### src/hw/rtl/rprd_pkg.sv
// ----------------------------------------------------------------------------
// rprd_pkg
// Shared types, widths and helpers for the random permutation ring draw block.
// ----------------------------------------------------------------------------
package rprd_pkg;

    localparam int MAX_ELEMENTS = 32;
    localparam int IDX_W        = $clog2(MAX_ELEMENTS);
    localparam int CNT_W        = $clog2(MAX_ELEMENTS + 1);
    localparam int REM_W        = $clog2(2 * MAX_ELEMENTS);
    localparam int CFG_W        = 6;
    localparam int RND_W        = 16;
    localparam int ELEM_W       = 6;
    localparam int POS_W        = 5;
    localparam int BITCNT_W     = $clog2(RND_W + 1);

    localparam logic [CFG_W-1:0] COUNT_RESET = CFG_W'(25);

    typedef struct packed {
        logic [RND_W-1:0] random_value;
        logic             restart;
    } req_t;

    typedef struct packed {
        logic [ELEM_W-1:0] element;
        logic [POS_W-1:0]  position;
        logic              last_of_permutation;
    } rsp_t;

    // controller to datapath
    typedef struct packed {
        logic load_item;
        logic start_div;
        logic load_steps;
        logic walk_step;
        logic finish;
    } cmd_t;

    // datapath to controller
    typedef struct packed {
        logic div_done;
        logic steps_zero;
        logic out_free;
    } sts_t;

    // raw count saturated to 2..MAX_ELEMENTS
    function automatic logic [CNT_W-1:0] eff_count(input logic [CFG_W-1:0] raw);
        if (int'(raw) < 2)
            return CNT_W'(2);
        else if (int'(raw) > MAX_ELEMENTS)
            return CNT_W'(MAX_ELEMENTS);
        else
            return CNT_W'(raw);
    endfunction

    // link of a slot in the freshly built ring
    function automatic logic [IDX_W-1:0] reset_link(input logic [IDX_W-1:0] idx,
                                                     input logic [CNT_W-1:0] k);
        logic [CNT_W:0] nxt;
        nxt = (CNT_W+1)'(idx) + (CNT_W+1)'(1);
        if (nxt < (CNT_W+1)'(k))
            return IDX_W'(nxt);
        else
            return IDX_W'(0);
    endfunction

endpackage

### src/hw/rtl/rprd_mod.sv
// ----------------------------------------------------------------------------
// rprd_mod
// Bit-serial restoring remainder unit, one dividend bit per cycle.
// ----------------------------------------------------------------------------
module rprd_mod (
    input  logic                       clk,
    input  logic                       rst_n,
    input  logic                       start,
    input  logic [rprd_pkg::RND_W-1:0] dividend,
    input  logic [rprd_pkg::CNT_W-1:0] divisor,
    output logic                       done,
    output logic [rprd_pkg::IDX_W-1:0] remainder
);
    import rprd_pkg::*;

    logic                busy_reg, busy_next;
    logic [BITCNT_W-1:0] cnt_reg, cnt_next;
    logic [RND_W-1:0]    dvd_reg, dvd_next;
    logic [REM_W-1:0]    rem_reg, rem_next;
    logic [CNT_W-1:0]    dsr_reg, dsr_next;
    logic [REM_W-1:0]    trial;

    assign trial = {rem_reg[REM_W-2:0], dvd_reg[RND_W-1]};

    always_comb
    begin
        busy_next = busy_reg;
        cnt_next  = cnt_reg;
        dvd_next  = dvd_reg;
        rem_next  = rem_reg;
        dsr_next  = dsr_reg;
        if (start)
        begin
            busy_next = 1'b1;
            cnt_next  = BITCNT_W'(RND_W);
            dvd_next  = dividend;
            rem_next  = '0;
            dsr_next  = divisor;
        end
        else if (busy_reg)
        begin
            dvd_next = {dvd_reg[RND_W-2:0], 1'b0};
            if (trial >= REM_W'(dsr_reg))
                rem_next = trial - REM_W'(dsr_reg);
            else
                rem_next = trial;
            cnt_next = cnt_reg - BITCNT_W'(1);
            if (cnt_reg == BITCNT_W'(1))
                busy_next = 1'b0;
        end
    end

    always_ff @(posedge clk or negedge rst_n)
    begin
        if (!rst_n)
        begin
            busy_reg <= 1'b0;
            cnt_reg  <= '0;
        end
        else
        begin
            busy_reg <= busy_next;
            cnt_reg  <= cnt_next;
        end
    end

    always_ff @(posedge clk)
    begin
        dvd_reg <= dvd_next;
        rem_reg <= rem_next;
        dsr_reg <= dsr_next;
    end

    assign done      = !busy_reg;
    assign remainder = IDX_W'(rem_reg);

endmodule

### src/hw/rtl/rprd_dpath.sv
// ----------------------------------------------------------------------------
// rprd_dpath
// Link table, ring pointers, draw counter, step counter and result register.
// ----------------------------------------------------------------------------
module rprd_dpath (
    input  logic                       clk,
    input  logic                       rst_n,
    input  rprd_pkg::cmd_t             cmd,
    output rprd_pkg::sts_t             sts,
    input  rprd_pkg::req_t             in_data,
    input  logic                       cfg_valid,
    input  logic                       cfg_ready,
    input  logic [rprd_pkg::CFG_W-1:0] cfg_data,
    output logic                       out_valid,
    input  logic                       out_stall,
    output rprd_pkg::rsp_t             out_data
);
    import rprd_pkg::*;

    logic [CFG_W-1:0]        count_reg;
    logic [IDX_W-1:0]        table_reg [MAX_ELEMENTS];
    logic [MAX_ELEMENTS-1:0] valid_reg;
    logic [IDX_W-1:0]        cur_reg, prev_reg;
    logic [CNT_W-1:0]        drawn_reg;
    logic [RND_W-1:0]        rnd_reg;
    logic [IDX_W-1:0]        steps_reg;
    logic                    out_valid_reg;
    rsp_t                    out_data_reg;

    logic [CNT_W-1:0]        k;
    logic [CNT_W-1:0]        k_new;
    logic [CNT_W-1:0]        drawn_inc;
    logic [IDX_W-1:0]        link_cur;
    logic                    cfg_wr;
    logic                    need_rebuild;
    logic                    div_done;
    logic [IDX_W-1:0]        remainder;
    logic                    out_free;

    assign k            = eff_count(count_reg);
    assign k_new        = eff_count(cfg_data);
    assign drawn_inc    = drawn_reg + CNT_W'(1);
    assign cfg_wr       = cfg_valid && cfg_ready;
    assign need_rebuild = in_data.restart || (drawn_reg >= k);
    assign link_cur     = valid_reg[cur_reg] ? table_reg[cur_reg] : reset_link(cur_reg, k);
    assign out_free     = !out_valid_reg || !out_stall;

    rprd_mod u_mod (
        .clk       (clk),
        .rst_n     (rst_n),
        .start     (cmd.start_div),
        .dividend  (rnd_reg),
        .divisor   (k - drawn_reg),
        .done      (div_done),
        .remainder (remainder)
    );

    // control and ring state
    always_ff @(posedge clk or negedge rst_n)
    begin
        if (!rst_n)
        begin
            count_reg     <= COUNT_RESET;
            valid_reg     <= '0;
            cur_reg       <= '0;
            prev_reg      <= IDX_W'(eff_count(COUNT_RESET) - CNT_W'(1));
            drawn_reg     <= '0;
            out_valid_reg <= 1'b0;
        end
        else
        begin
            if (cmd.finish)
                out_valid_reg <= 1'b1;
            else if (!out_stall)
                out_valid_reg <= 1'b0;

            if (cfg_wr)
            begin
                count_reg <= cfg_data;
                valid_reg <= '0;
                cur_reg   <= '0;
                prev_reg  <= IDX_W'(k_new - CNT_W'(1));
                drawn_reg <= '0;
            end
            else if (cmd.load_item)
            begin
                if (need_rebuild)
                begin
                    valid_reg <= '0;
                    cur_reg   <= '0;
                    prev_reg  <= IDX_W'(k - CNT_W'(1));
                    drawn_reg <= '0;
                end
            end
            else if (cmd.walk_step)
            begin
                prev_reg <= cur_reg;
                cur_reg  <= link_cur;
            end
            else if (cmd.finish)
            begin
                if (drawn_inc >= k)
                begin
                    // permutation complete: fresh ring
                    valid_reg <= '0;
                    cur_reg   <= '0;
                    prev_reg  <= IDX_W'(k - CNT_W'(1));
                    drawn_reg <= '0;
                end
                else
                begin
                    valid_reg[prev_reg] <= 1'b1;
                    cur_reg             <= link_cur;
                    drawn_reg           <= drawn_inc;
                end
            end
        end
    end

    // payload
    always_ff @(posedge clk)
    begin
        if (cmd.load_item)
            rnd_reg <= in_data.random_value;
        if (cmd.load_steps)
            steps_reg <= remainder;
        else if (cmd.walk_step)
            steps_reg <= steps_reg - IDX_W'(1);
        if (cmd.finish)
        begin
            table_reg[prev_reg]              <= link_cur;
            out_data_reg.element             <= ELEM_W'(CNT_W'(cur_reg) + CNT_W'(1));
            out_data_reg.position            <= POS_W'(drawn_reg);
            out_data_reg.last_of_permutation <= (drawn_inc == k);
        end
    end

    assign sts.div_done   = div_done;
    assign sts.steps_zero = (steps_reg == '0);
    assign sts.out_free   = out_free;

    assign out_valid = out_valid_reg;
    assign out_data  = out_data_reg;

endmodule

### src/hw/rtl/rprd_ctrl.sv
// ----------------------------------------------------------------------------
// rprd_ctrl
// Sequencer for one draw: take request, reduce, walk the ring, emit and unlink.
// ----------------------------------------------------------------------------
module rprd_ctrl (
    input  logic           clk,
    input  logic           rst_n,
    input  logic           in_valid,
    output logic           in_stall,
    output rprd_pkg::cmd_t cmd,
    input  rprd_pkg::sts_t sts
);
    import rprd_pkg::*;

    typedef enum logic [5:0] {
        ST_IDLE = 6'b000001,
        ST_PREP = 6'b000010,
        ST_DIV  = 6'b000100,
        ST_WALK = 6'b001000,
        ST_EMIT = 6'b010000,
        ST_WAIT = 6'b100000
    } state_t;

    state_t state_reg, state_next;

    always_comb
    begin
        state_next = state_reg;
        cmd        = '0;
        unique case (state_reg)
            ST_IDLE:
            begin
                if (in_valid)
                begin
                    cmd.load_item = 1'b1;
                    state_next    = ST_PREP;
                end
            end
            ST_PREP:
            begin
                cmd.start_div = 1'b1;
                state_next    = ST_DIV;
            end
            ST_DIV:
            begin
                if (sts.div_done)
                begin
                    cmd.load_steps = 1'b1;
                    state_next     = ST_WALK;
                end
            end
            ST_WALK:
            begin
                if (sts.steps_zero)
                    state_next = ST_EMIT;
                else
                    cmd.walk_step = 1'b1;
            end
            ST_EMIT:
            begin
                if (sts.out_free)
                begin
                    cmd.finish = 1'b1;
                    state_next = ST_IDLE;
                end
                else
                    state_next = ST_WAIT;
            end
            ST_WAIT:
            begin
                if (sts.out_free)
                begin
                    cmd.finish = 1'b1;
                    state_next = ST_IDLE;
                end
            end
            default:
            begin
                state_next = ST_IDLE;
            end
        endcase
    end

    always_ff @(posedge clk or negedge rst_n)
    begin
        if (!rst_n)
            state_reg <= ST_IDLE;
        else
            state_reg <= state_next;
    end

    assign in_stall = (state_reg != ST_IDLE);

endmodule

### src/hw/rtl/random_permutation_ring_draw.sv
// ----------------------------------------------------------------------------
// random_permutation_ring_draw
// Draws a random permutation of 1..K from a circular linked ring of the
// elements still undrawn, one element per request.
// ----------------------------------------------------------------------------
//
//  channel   handshake           payload   direction
//  in        in_valid/in_stall   req_t     random value and restart flag in
//  out       out_valid/out_stall rsp_t     element, position, last flag out
//  cfg       cfg_valid/cfg_ready 6 bits    count_in_use write
//
//  a request is taken, reduced by the bit-serial remainder to S = random_value
//  mod (K - drawn), the number of links walked (at most K-1), walked one link
//  per cycle over the link table, then emitted and unlinked; the next request
//  is accepted only after the result is in the output register
//  reset clears the ring to its in-order form for K = 25
//  in_stall is high from accept until the result is written to the output
//  register; a held result holds the final emit and unlink step, and the input stays stalled
//
module random_permutation_ring_draw (
    input  logic                       clk,
    input  logic                       rst_n,
    input  logic                       in_valid,
    output logic                       in_stall,
    input  rprd_pkg::req_t             in_data,
    output logic                       out_valid,
    input  logic                       out_stall,
    output rprd_pkg::rsp_t             out_data,
    input  logic                       cfg_valid,
    output logic                       cfg_ready,
    input  logic [rprd_pkg::CFG_W-1:0] cfg_data
);
    import rprd_pkg::*;

    cmd_t cmd;
    sts_t sts;

    // writes must arrive only while idle, which the block does not enforce; the register port is always open
    assign cfg_ready = 1'b1;

    // sequencer: one request at a time through reduce, walk, emit
    rprd_ctrl u_ctrl (
        .clk      (clk),
        .rst_n    (rst_n),
        .in_valid (in_valid),
        .in_stall (in_stall),
        .cmd      (cmd),
        .sts      (sts)
    );

    // ring storage, remainder unit and result register
    rprd_dpath u_dpath (
        .clk       (clk),
        .rst_n     (rst_n),
        .cmd       (cmd),
        .sts       (sts),
        .in_data   (in_data),
        .cfg_valid (cfg_valid),
        .cfg_ready (cfg_ready),
        .cfg_data  (cfg_data),
        .out_valid (out_valid),
        .out_stall (out_stall),
        .out_data  (out_data)
    );

endmodule

### config.mk
export PLATFORM = sky130hd
export DESIGN_NAME = random_permutation_ring_draw
export DESIGN_NICKNAME = d
export VERILOG_FILES = /design/src/hw/rtl/rprd_pkg.sv /design/src/hw/rtl/rprd_mod.sv /design/src/hw/rtl/rprd_dpath.sv /design/src/hw/rtl/rprd_ctrl.sv /design/src/hw/rtl/random_permutation_ring_draw.sv
export SDC_FILE = /design/constraint.sdc
export NUM_CORES = 1
export LEC_CHECK = 0
export BUFFER_PORTS_ARGS = -buffer_cell sky130_fd_sc_hd__buf_2
export CORE_MARGIN = 5
export CORE_UTILIZATION = 45
export DETAILED_ROUTE_END_ITERATION = 8
export GPL_TIMING_DRIVEN = 1
export MAX_ROUTING_LAYER = met4
export PLACE_DENSITY_LB_ADDON = 0.2
export REMOVE_ABC_BUFFERS = 1
export SYNTH_ARGS = -nofsm -noshare
export SYNTH_HDL_FRONTEND = slang
export SYNTH_HIERARCHICAL = 1
export SYNTH_SLANG_ARGS = --single-unit
export TNS_END_PERCENT = 30
### constraint.sdc
create_clock -name clk -period 8 [get_ports clk]
set_input_delay 1.2 -clock clk [delete_from_list [all_inputs] [get_ports clk]]
set_output_delay 1.2 -clock clk [all_outputs]
set_load 0.03 [all_outputs]
==> results of run 1 <==
-- routing by layer --
layer | track usage, % | vias to the layer above | wire, um
met3 | 2.365 | 48 | 1484
met5 | - | - | 0
met4 | 4.572 | 0 | 663
met2 | 28.40 | 202 | 13580
met1 | 24.27 | 3901 | 11990
li1 | - | 3573 | -
-- worst max-delay path by stage --
stage / from / to / slack (ns) / cells past startpoint
finish: u_dpath/cur_reg[1]$_DFFE_PN0P_ / u_dpath/table_reg[12][4]$_DFFE_PP_ / 3.76 / 7
global route: u_dpath/cur_reg[1]$_DFFE_PN0P_ / u_dpath/table_reg[17][4]$_DFFE_PP_ / 3.57 / 7
CTS: u_dpath/cur_reg[1]$_DFFE_PN0P_ / u_dpath/table_reg[14][4]$_DFFE_PP_ / 3.71 / 7
detailed placement: u_dpath/cur_reg[1]$_DFFE_PN0P_ / u_dpath/table_reg[15][4]$_DFFE_PP_ / 3.75 / 7
global placement: u_dpath/cur_reg[1]$_DFFE_PN0P_ / u_dpath/table_reg[15][4]$_DFFE_PP_ / 3.87 / 7
floorplan: out_stall / u_dpath/drawn_reg[2]$_DFFE_PN0P_ / 3.24 / 6
-- layout make-up --
class / count / area (sq um) / share of cell area (%)
clock buffers: 42 / 835.8 / 5.781
flip-flops and latches: 287 / 8243 / 57.01
repair buffers: 53 / 295.3 / 2.042
well taps: 384 / 480.5 / 3.323
clock inverters: 12 / 65.06 / 0.4500
inverters: 48 / 180.2 / 1.246
multi-input cells: 537 / 4358 / 30.14
-- placed cells by master, fill, tap and decap left out, drive strengths merged, types with 5 or more instances in the layout --
master   instances
nand2b           5
a41oi           32
inv             48
ha              29
mux2            27
a21oi           14
nand2           78
o21ai           22
nor2            95
nand3           14
mux4            50
a31oi           17
and2             7
dfxtp            5
clkbuf          42
o211ai           5
xnor2           16
a211oi           8
o2bb2ai          5
nor3b            6
clkinv          11
nor2b            7
buf             53
and3            15
xor2             8
nor4b            6
edfxtp         215
dfrtp           61
nor3            12
a21o             6
dfstp            6
-- report_power, final --
group / internal (uW) / switching (uW)
Clock: 722 / 549
Combinational: 607 / 985
Sequential: 2060 / 206
Total: 3390 / 1740
-- worst max-delay path, cell delays in order, from the launching register on --
cell and delay (ns):
dfrtp_2 0.87, buf_4 0.47, mux4_2 0.55, mux4_2 0.49
mux2_4 0.34, a211oi_2 0.22, a31oi_1 0.08, inv_1 0.83
-- cells by family after synthesis --
group | after synthesis | share of synthesized area, %
adder cells (fa/ha/maj) | 32 | 3.184
flip-flops | 287 | 63.55
AND/OR/NAND/NOR | 266 | 9.639
multiplexers | 78 | 11.13
buffers and inverters | 96 | 3.126
XOR/XNOR | 25 | 1.795
AO/OA/AOI/OAI | 133 | 7.545
other | 1 | 0.02892
-- per-stage QoR --
stage	area [sq um]	setup WS, ns	utilization, %	total power (uW)	hold WS [ns]
6_report	14460	3.759	50.64	5128	0.4970
3_5_place_dp	13560	3.747	47.49	3894	0.4879
4_1_cts	14460	3.715	50.64	5181	0.5007
2_1_floorplan	12750	3.237	-	3372	0.4607
3_3_place_gp	13560	3.868	47.49	3857	0.4821
5_1_grt	14460	3.566	50.64	5440	0.5269
==> flow_summary_export.csv, run 1 <==
group,metric,value,unit
clock_tree,holdBufCountCts,0,
place,hpwl,17.71,mm
worst_setup_path,cp-end-kind,"flip-flop",
clock_tree,root_buffer,"clkbuf_16",
grt,grt.total_usage,17.71,%
power_and_ir_drop,powerDensity,354.7,nW/um^2
clock_tree,cts.htree.levels,1,
worst_setup_path,start_kind,"flip-flop",
min_path,min_path_type,"flip-flop to flip-flop",
cells_and_area,synthToLayoutAreaGrowth,11.49,%
die,initial_utilization,45.42,%
clock_tree,cts_sinks,287,
clock_tree,clkLatencyLatePin,0.56,ns
clock_tree,post_cts_buffers,0,
route,drt-pass1-iter-count,5,
die,die_area,32310,sq um
worst_setup_path,rrSetupSlack,3.76,ns
die,core,28550,sq um
place,placedCellCount,1309,
route,ant_nets,0,
worst_setup_path,reg2reg_to,"u_dpath/table_reg[12][4]$_DFFE_PP_",
grt,antenna_found_initial,0,
power_and_ir_drop,cellLeakagePower,0.005308,uW
synthesis,yosysTopAreaCellShare,49.79,%
synthesis,yosys.area.top_type,"edfxtp_1",
timing,rsz0062_at_grt,"no",
synthesis,synth_common_cells,"215 x edfxtp_1, 95 x nor2_1, 78 x nand2_1",
timing,slew_headroom,25.71,%
job,max_cap_viol_count,0,
die,die_x,179.8,um
worst_setup_path,cp.required,8.19,ns
die,rows,62,
synthesis,synthCells,918,
cells_and_area,finalNetCount,1016,
synthesis,synth_area_leaders,"edfxtp_1 50%, dfrtp_1 12%, mux4_2 8.7%",
route,wl_per_cell,20.34,um
timing,tightest_slew,1.113,ns
timing,skew,0.01511,ns
timing,hold_viol_final,0,
clock_tree,clkSlewWorstSetupHoldPaths,0.06,ns
clock_tree,cts_made_buffers,30,
grt,grt_max_degree,68,
synthesis,ys_seq_elements,287,
route,route.vias.total,7724,
synthesis,yosysMostFrequentCell,"edfxtp_1",
cells_and_area,drive_gt1_share,18.18,%
min_path,hold_end,"u_dpath/valid_reg[6]$_DFFE_PN0P_",
min_path,worstHoldStart,"u_dpath/valid_reg[6]$_DFFE_PN0P_",
synthesis,ys_types,75,
worst_setup_path,critical_path_arrival,4.43,ns
worst_setup_path,critical_path_class,"flip-flop to flip-flop",
die,die_height,179.8,um
synthesis,ys_warn_count,6,
synthesis,async_flop_share,23.34,%
cells_and_area,antenna_cells,0,
worst_setup_path,reg2regPathDepth,7,
timing,setup_tns,0,ns
grt,grt_pass1_vias,7766,
timing,setup_viol,0,
clock_tree,cts_resized,0,
place,globalplace.congestion,0.8405,
die,ios,43,
timing,min_period,4.241,ns
grt,grt_pass1_wl,44.75,mm
cells_and_area,largest_reg_flops,160,
synthesis,syn_area,12970,sq um
worst_setup_path,worstPathMaxFanout,32,
cells_and_area,instances_no_fill,1363,
power_and_ir_drop,peakVddDrop,196.0,uV
place,io_buffer_count,41,
worst_setup_path,rr_startpoint,"u_dpath/cur_reg[1]$_DFFE_PN0P_",
run_status,status,"finished, final reports clean",
route,drt_iter0_drc,519,
synthesis,ys_seq_area_share,63.55,%
min_path,min_path_cells,2,
timing,fmax,235.8,MHz
route,routed_via_density,5.667,
clock_tree,cts_max_path_buffers,3,
grt,grt-ovfl-total,0,
timing,fin_crit_sh,53.01,%
synthesis,synth_ff_type,"edfxtp_1",
route,drc,0,
cells_and_area,fill_cells,2464,
synthesis,synth_enable_flop_cells,215,
timing,slew_violations,0,
route,wl,27.72,mm
synthesis,syn_area_per_cell,14.13,sq um
clock_tree,cts_tree,"built",
No activity file was read; power rests on OpenSTA's default activity.
==> inputs of run 2 (changes only) <==
==> constraint.sdc (replaced) <==
create_clock -name clk -period 4.3 [get_ports clk]
set_input_delay 0.645 -clock clk [delete_from_list [all_inputs] [get_ports clk]]
set_output_delay 0.645 -clock clk [all_outputs]
set_load 0.03 [all_outputs]
==> run 2 against run 1 <==
Against the previous run: sequential share of layout area shrank 0.69 points; sequential cell count is the same; sequential power grew 85%; die area is the same; combinational power grew 91%; hold slack lost 0.23 ns; register-to-register slack lost 3.1 ns; first-iteration DRC count grew 45%; clock power grew 120%; maximum frequency grew 18%; global-route usage is essentially flat; clock skew grew 0.0028 ns.
==> flow_summary_export.csv, run 2 (same netlist as run 1, synthesis figures left out) <==
group,metric,value,unit
worst_setup_path,worstPathMaxFanout,32,
power_and_ir_drop,cellLeakagePower,0.005399,uW
place,hpwl,18.37,mm
cells_and_area,multiInputGateArea,4358,sq um
cells_and_area,stdcell_area,14630,sq um
die,rows,62,
clock_tree,clkLatencyLatePin,0.57,ns
clock_tree,cts_made_buffers,30,
place,placedCellCount,1312,
power_and_ir_drop,power.switching,3285,uW
grt,grt_pass1_wl,45.06,mm
cells_and_area,instances_no_fill,1363,
min_path,min_path_type,"input port to asynchronous set/reset pin",
die,ios,43,
die,core,28550,sq um
place,io_buffer_count,41,
worst_setup_path,cp_cell_sequence,"and2_1 -> nand2_1 -> xor2_1 -> inv_1 -> ha_1 -> a211oi_1 -> o221ai_1 -> a211oi_1 -> a31oi_1 -> inv_1",
cells_and_area,drive_gt1_share,19.10,%
route,drt_iter0_drc,750,
timing,slew_headroom,30.81,%
worst_setup_path,rrSetupSlack,0.70,ns
worst_setup_path,cp.buffers_inverters,2,
power_and_ir_drop,p_seq_share,41.9,%
clock_tree,clkSlewWorstSetupHoldPaths,0.07,ns
grt,grt-ovfl-total,0,
cells_and_area,mostFrequentLayoutCells,"215 x edfxtp_1, 94 x nor2_1, 78 x nand2_1",
clock_tree,post_cts_buffers,0,
worst_setup_path,crit_path_max_incr_delay,0.77,ns
timing,skew,0.01788,ns
place,postPlaceCellArea,13580,sq um
route,routed_via_density,5.699,
clock_tree,cts_tree,"built",
die,die_height,179.8,um
run_status,status,"finished, final reports clean",
cells_and_area,synthToLayoutAreaGrowth,12.85,%
cells_and_area,largest_reg_flops,160,
timing,hold_viol_final,0,
worst_setup_path,reg2reg_to,"u_dpath/table_reg[31][2]$_DFFE_PP_",
cells_and_area,fill_cells,2435,
power_and_ir_drop,peakVddDrop,328.9,uV
power_and_ir_drop,pwr-share-clk,27.6,%
cells_and_area,antenna_cells,0,
worst_setup_path,rr_startpoint,"u_dpath/cur_reg[1]$_DFFE_PN0P_",
timing,slew_violations,0,
grt,grt_max_degree,45,
power_and_ir_drop,switching_share,32.98,%
timing,rsz0062_at_grt,"no",
die,die_x,179.8,um
worst_setup_path,start_kind,"flip-flop",
timing,fin_crit_sh,83.63,%
worst_setup_path,cp.required,4.52,ns
clock_tree,cts_max_path_buffers,3,
cells_and_area,regArea,8243,sq um
clock_tree,cts_resized,0,
die,initial_utilization,45.42,%
job,max_cap_viol_count,0,
power_and_ir_drop,power_frac_comb,30.5,%
worst_setup_path,critical_path_arrival,3.81,ns
route,ant_nets,0,
clock_tree,holdBufCountCts,0,
worst_setup_path,path_delay_family,"compound AO/OA/AOI/OAI gates",
clock_tree,cts.htree.levels,1,
timing,tightest_slew,1.037,ns
grt,grt.total_usage,17.74,%
worst_setup_path,critical_path_class,"flip-flop to flip-flop",
worst_setup_path,reg2regPathDepth,10,
timing,fmax,278.1,MHz
timing,min_period,3.596,ns
cells_and_area,final_common_cell,"edfxtp_1",
cells_and_area,finalNetCount,1019,
power_and_ir_drop,p_int,6675,uW
route,route.vias.total,7768,
route,wl,27.87,mm
grt,antenna_found_initial,0,
grt,grt_pass1_vias,7868,
route,drt-pass1-iter-count,5,
worst_setup_path,cp-end-kind,"flip-flop",
clock_tree,root_buffer,"clkbuf_16",
route,wl_per_cell,20.45,um
die,die_area,32310,sq um
timing,hold_ws,0.2622,ns
clock_tree,cts_sinks,287,
power_and_ir_drop,powerDensity,680.6,nW/um^2
place,globalplace.congestion,0.8569,
timing,setup_viol,0,
worst_setup_path,critPathSlowestCell,"inv_1",
route,drc,0,
## run 2: layout make-up
cell class	count	share of cell area (%)
well taps	384	3.283
multi-input cells	537	29.78
flip-flops and latches	287	56.33
clock buffers	32	5.181
clock inverters	19	2.026
repair buffers	56	2.172
inverters	48	1.231
## run 2: stage by stage
| stage | setup WS [ns] | utilization, % | total power (uW) | setup TNS, ns |
|---|---|---|---|---|
| 2_1_floorplan | -0.2937 | - | 6274 | -8.441 |
| 3_3_place_gp | 0.8643 | 47.57 | 7212 | 0 |
| 3_5_place_dp | 0.7504 | 47.57 | 7273 | 0 |
| 4_1_cts | 0.6954 | 51.26 | 10040 | 0 |
| 5_1_grt | 0.3707 | 51.26 | 10550 | 0 |
| 6_report | 0.7038 | 51.26 | 9960 | 0 |
## run 2: worst reg2reg max path, stage by stage (launching register included)
cell and delay (ns):
dfrtp_2 0.62, and2_1 0.22, nand2_1 0.07, xor2_1 0.17, inv_1 0.08, ha_1 0.31, a211oi_1 0.23, o221ai_1 0.31
a211oi_1 0.35, a31oi_1 0.10, inv_1 0.77
## run 2: power by group through the flow
stage,combinational (uW),sequential [uW],clock (uW)
2_1_floorplan,2050,4230,0
3_3_place_gp,2990,4220,0
3_5_place_dp,3050,4230,0
4_1_cts,3060,4170,2810
5_1_grt,3380,4230,2930
6_report,3030,4180,2750
## run 2: worst max path at each step
stage / startpoint / end / slack (ns) / depth (start not counted)
global placement: u_dpath/cur_reg[1]$_DFFE_PN0P_ / u_dpath/table_reg[11][3]$_DFFE_PP_ / 0.86 / 10
detailed placement: u_dpath/cur_reg[1]$_DFFE_PN0P_ / u_dpath/table_reg[10][2]$_DFFE_PP_ / 0.75 / 10
global route: u_dpath/cur_reg[1]$_DFFE_PN0P_ / u_dpath/table_reg[28][2]$_DFFE_PP_ / 0.37 / 10
floorplan: u_ctrl/state_reg[3]$_DFFE_PN0P_ / u_dpath/drawn_reg[2]$_DFFE_PN0P_ / -0.29 / 6
CTS: u_dpath/cur_reg[1]$_DFFE_PN0P_ / u_dpath/table_reg[18][2]$_DFFE_PP_ / 0.70 / 10
finish: u_dpath/cur_reg[1]$_DFFE_PN0P_ / u_dpath/table_reg[31][2]$_DFFE_PP_ / 0.70 / 10
## run 2: routing by layer
metal / track usage (%) / wire length, um / vias to the layer above
met3: 2.668 / 1347 / 41
li1: - / - / 3582
met4: 3.871 / 465 / 0
met5: - / 0 / -
met1: 24.82 / 12650 / 3956
met2: 28.00 / 13410 / 189
==> inputs of run 3 (changes only) <==
==> constraint.sdc (replaced) <==
create_clock -name clk -period 3.02 [get_ports clk]
set_input_delay 0.453 -clock clk [delete_from_list [all_inputs] [get_ports clk]]
set_output_delay 0.453 -clock clk [all_outputs]
set_load 0.03 [all_outputs]
==> run 3 against run 2 <==
Against the previous run: global-route usage grew 0.57 points; sequential share of layout area shrank 3.5 points; cell count grew 7.4%; register-to-register slack lost 0.56 ns; clock power grew 48%; critical path depth is the same; via count grew 3.1%; largest cell class unchanged.
==> flow_summary_export.csv, run 3 (same netlist as run 1, synthesis figures left out) <==
group,metric,value,unit
run_status,status,"finished, final reports clean",
timing,tightest_slew,1.076,ns
cells_and_area,stdcell_area,15610,sq um
grt,grt.total_usage,18.31,%
route,wl,28.92,mm
min_path,min_path_type,"input port to flip-flop",
cells_and_area,largest_reg_flops,160,
power_and_ir_drop,cellLeakagePower,0.005945,uW
cells_and_area,antenna_cells,0,
worst_setup_path,cp-end-kind,"flip-flop",
clock_tree,cts_made_buffers,34,
cells_and_area,synthToLayoutAreaGrowth,20.40,%
power_and_ir_drop,total_power,15040,uW
worst_setup_path,critical_path_arrival,3.27,ns
route,drt_iter0_drc,491,
timing,slew_headroom,28.27,%
cells_and_area,final_common_cell,"edfxtp_1",
worst_setup_path,cp.buffers_inverters,2,
timing,min_period,2.877,ns
timing,setup_tns,0,ns
clock_tree,cts_tree,"built",
cells_and_area,drive_gt1_share,27.04,%
grt,grt_max_degree,44,
grt,antenna_found_initial,0,
clock_tree,cts_sinks,287,
die,rows,62,
clock_tree,root_buffer,"clkbuf_16",
clock_tree,cts.htree.levels,2,
place,placedCellCount,1398,
worst_setup_path,worstPathMaxFanout,5,
timing,fin_crit_sh,95.26,%
timing,fmax,347.6,MHz
die,die_height,179.8,um
route,routed_via_density,5.469,
grt,grt_pass1_wl,46.00,mm
grt,grt-ovfl-total,0,
clock_tree,clkLatencyLatePin,0.53,ns
route,drt-pass1-iter-count,5,
die,core,28550,sq um
timing,rsz0062_at_grt,"yes",
timing,hold_ws,0.1090,ns
route,wl_per_cell,19.75,um
timing,hold_viol_final,0,
worst_setup_path,reg2regPathDepth,10,
worst_setup_path,path_depth,10,
worst_setup_path,cp_cell_sequence,"or4_4 -> or2_2 -> nor2_4 -> inv_1 -> a311oi_2 -> and2_1 -> buf_4 -> o21ai_1 -> o211a_4 -> mux2_1",
worst_setup_path,critPathSlowestCell,"or4_4",
timing,setup_viol,0,
die,die_x,179.8,um
route,drc,0,
route,route.vias.total,8006,
timing,skew,0.02358,ns
worst_setup_path,crit_path_max_incr_delay,0.55,ns
grt,grt_pass1_vias,8210,
place,postPlaceCellArea,14340,sq um
cells_and_area,instances_no_fill,1464,
place,io_buffer_count,41,
clock_tree,cts_max_path_buffers,3,
clock_tree,clkSlewWorstSetupHoldPaths,0.06,ns
route,ant_nets,0,
place,hpwl,18.73,mm
worst_setup_path,critical_path_class,"flip-flop to flip-flop",
power_and_ir_drop,powerDensity,963.0,nW/um^2
cells_and_area,mostFrequentLayoutCells,"215 x edfxtp_1, 93 x nor2_1, 91 x buf_4",
worst_setup_path,path_delay_family,"simple AND/OR/NAND/NOR gates",
die,die_area,32310,sq um
timing,slew_violations,0,
place,globalplace.congestion,0.8225,
worst_setup_path,start_kind,"flip-flop",
cells_and_area,fill_cells,2384,
worst_setup_path,cp.required,3.41,ns
power_and_ir_drop,peakVddDrop,482.2,uV
min_path,min_path_cells,1,
cells_and_area,finalNetCount,1113,
job,max_cap_viol_count,0,
die,initial_utilization,45.42,%
die,ios,43,
[run 3: final timing paths]
kind / endpoint / slack, ns / startpoint
max: u_dpath/prev_reg[0]$_DFFE_PN0P_ / 0.14 / u_ctrl/state_reg[3]$_DFFE_PN0P_
min: u_dpath/rnd_reg[2]$_DFFE_PP_ / 0.11 / in_data[3]
max reg2reg: u_dpath/prev_reg[0]$_DFFE_PN0P_ / 0.14 / u_ctrl/state_reg[3]$_DFFE_PN0P_
min reg2reg: u_dpath/valid_reg[31]$_DFFE_PN0P_ / 0.49 / u_dpath/valid_reg[31]$_DFFE_PN0P_
max in group asynchronous: u_dpath/valid_reg[28]$_DFFE_PN0P_ / 2.07 / rst_n
min in group asynchronous: u_dpath/u_mod/cnt_reg[4]$_DFFE_PN0P_ / 0.13 / rst_n
[run 3: cell type report]
| class | instances | area (sq um) | share of cell area [%] |
|---|---|---|---|
| Clock buffer | 46 | 945.9 | 6.059 |
| Clock inverter | 16 | 186.4 | 1.194 |
| Inverter | 48 | 180.2 | 1.154 |
| Multi-Input combinational cell | 538 | 4437 | 28.42 |
| Sequential cell | 287 | 8243 | 52.80 |
| Tap cell | 384 | 480.5 | 3.077 |
| Timing Repair Buffer | 145 | 1140 | 7.301 |
[run 3: routing by layer]
layer  part of all wire (%)  global-route usage [%]
met1                     45                   24.96
met3                    4.1                   2.971
met5                      0                       -
met2                     48                   29.00
met4                    2.2                   4.938
[run 3: per-stage QoR]
stage / util, % / setup slack [ns]
after floorplan: - / -1.574
after global placement: 50.22 / -0.1297
after detailed placement: 50.22 / -0.2889
after CTS: 54.28 / 0.008571
after global routing: 54.69 / -0.01283
final: 54.69 / 0.1431
[run 3: worst reg2reg max path, delay by kind of cell (launching register included)]
family | cells | cell delay, ns
AOI/OAI and AO/OA | 3 | 0.56
buffers and inverters | 2 | 0.22
DFF | 1 | 0.39
muxes | 1 | 0.31
and+or+nand+nor | 4 | 1.27
[run 3: power by group]
part	leakage, uW	internal [uW]	switching, uW
Sequential	0.00290	5420	393
Combinational	0.00249	2180	2970
Clock	0.000549	2420	1640
Total	0.00594	10000	5010
[run 3: timing repair]
action / in CTS / in global routing
pin swaps: 1 / 4
resized for setup: 3 / 14
buffers inserted: 0 / 3
gates cloned: 1 / 0
setup endpoints to repair: 32 / 207
hold buffers: 0 / 0
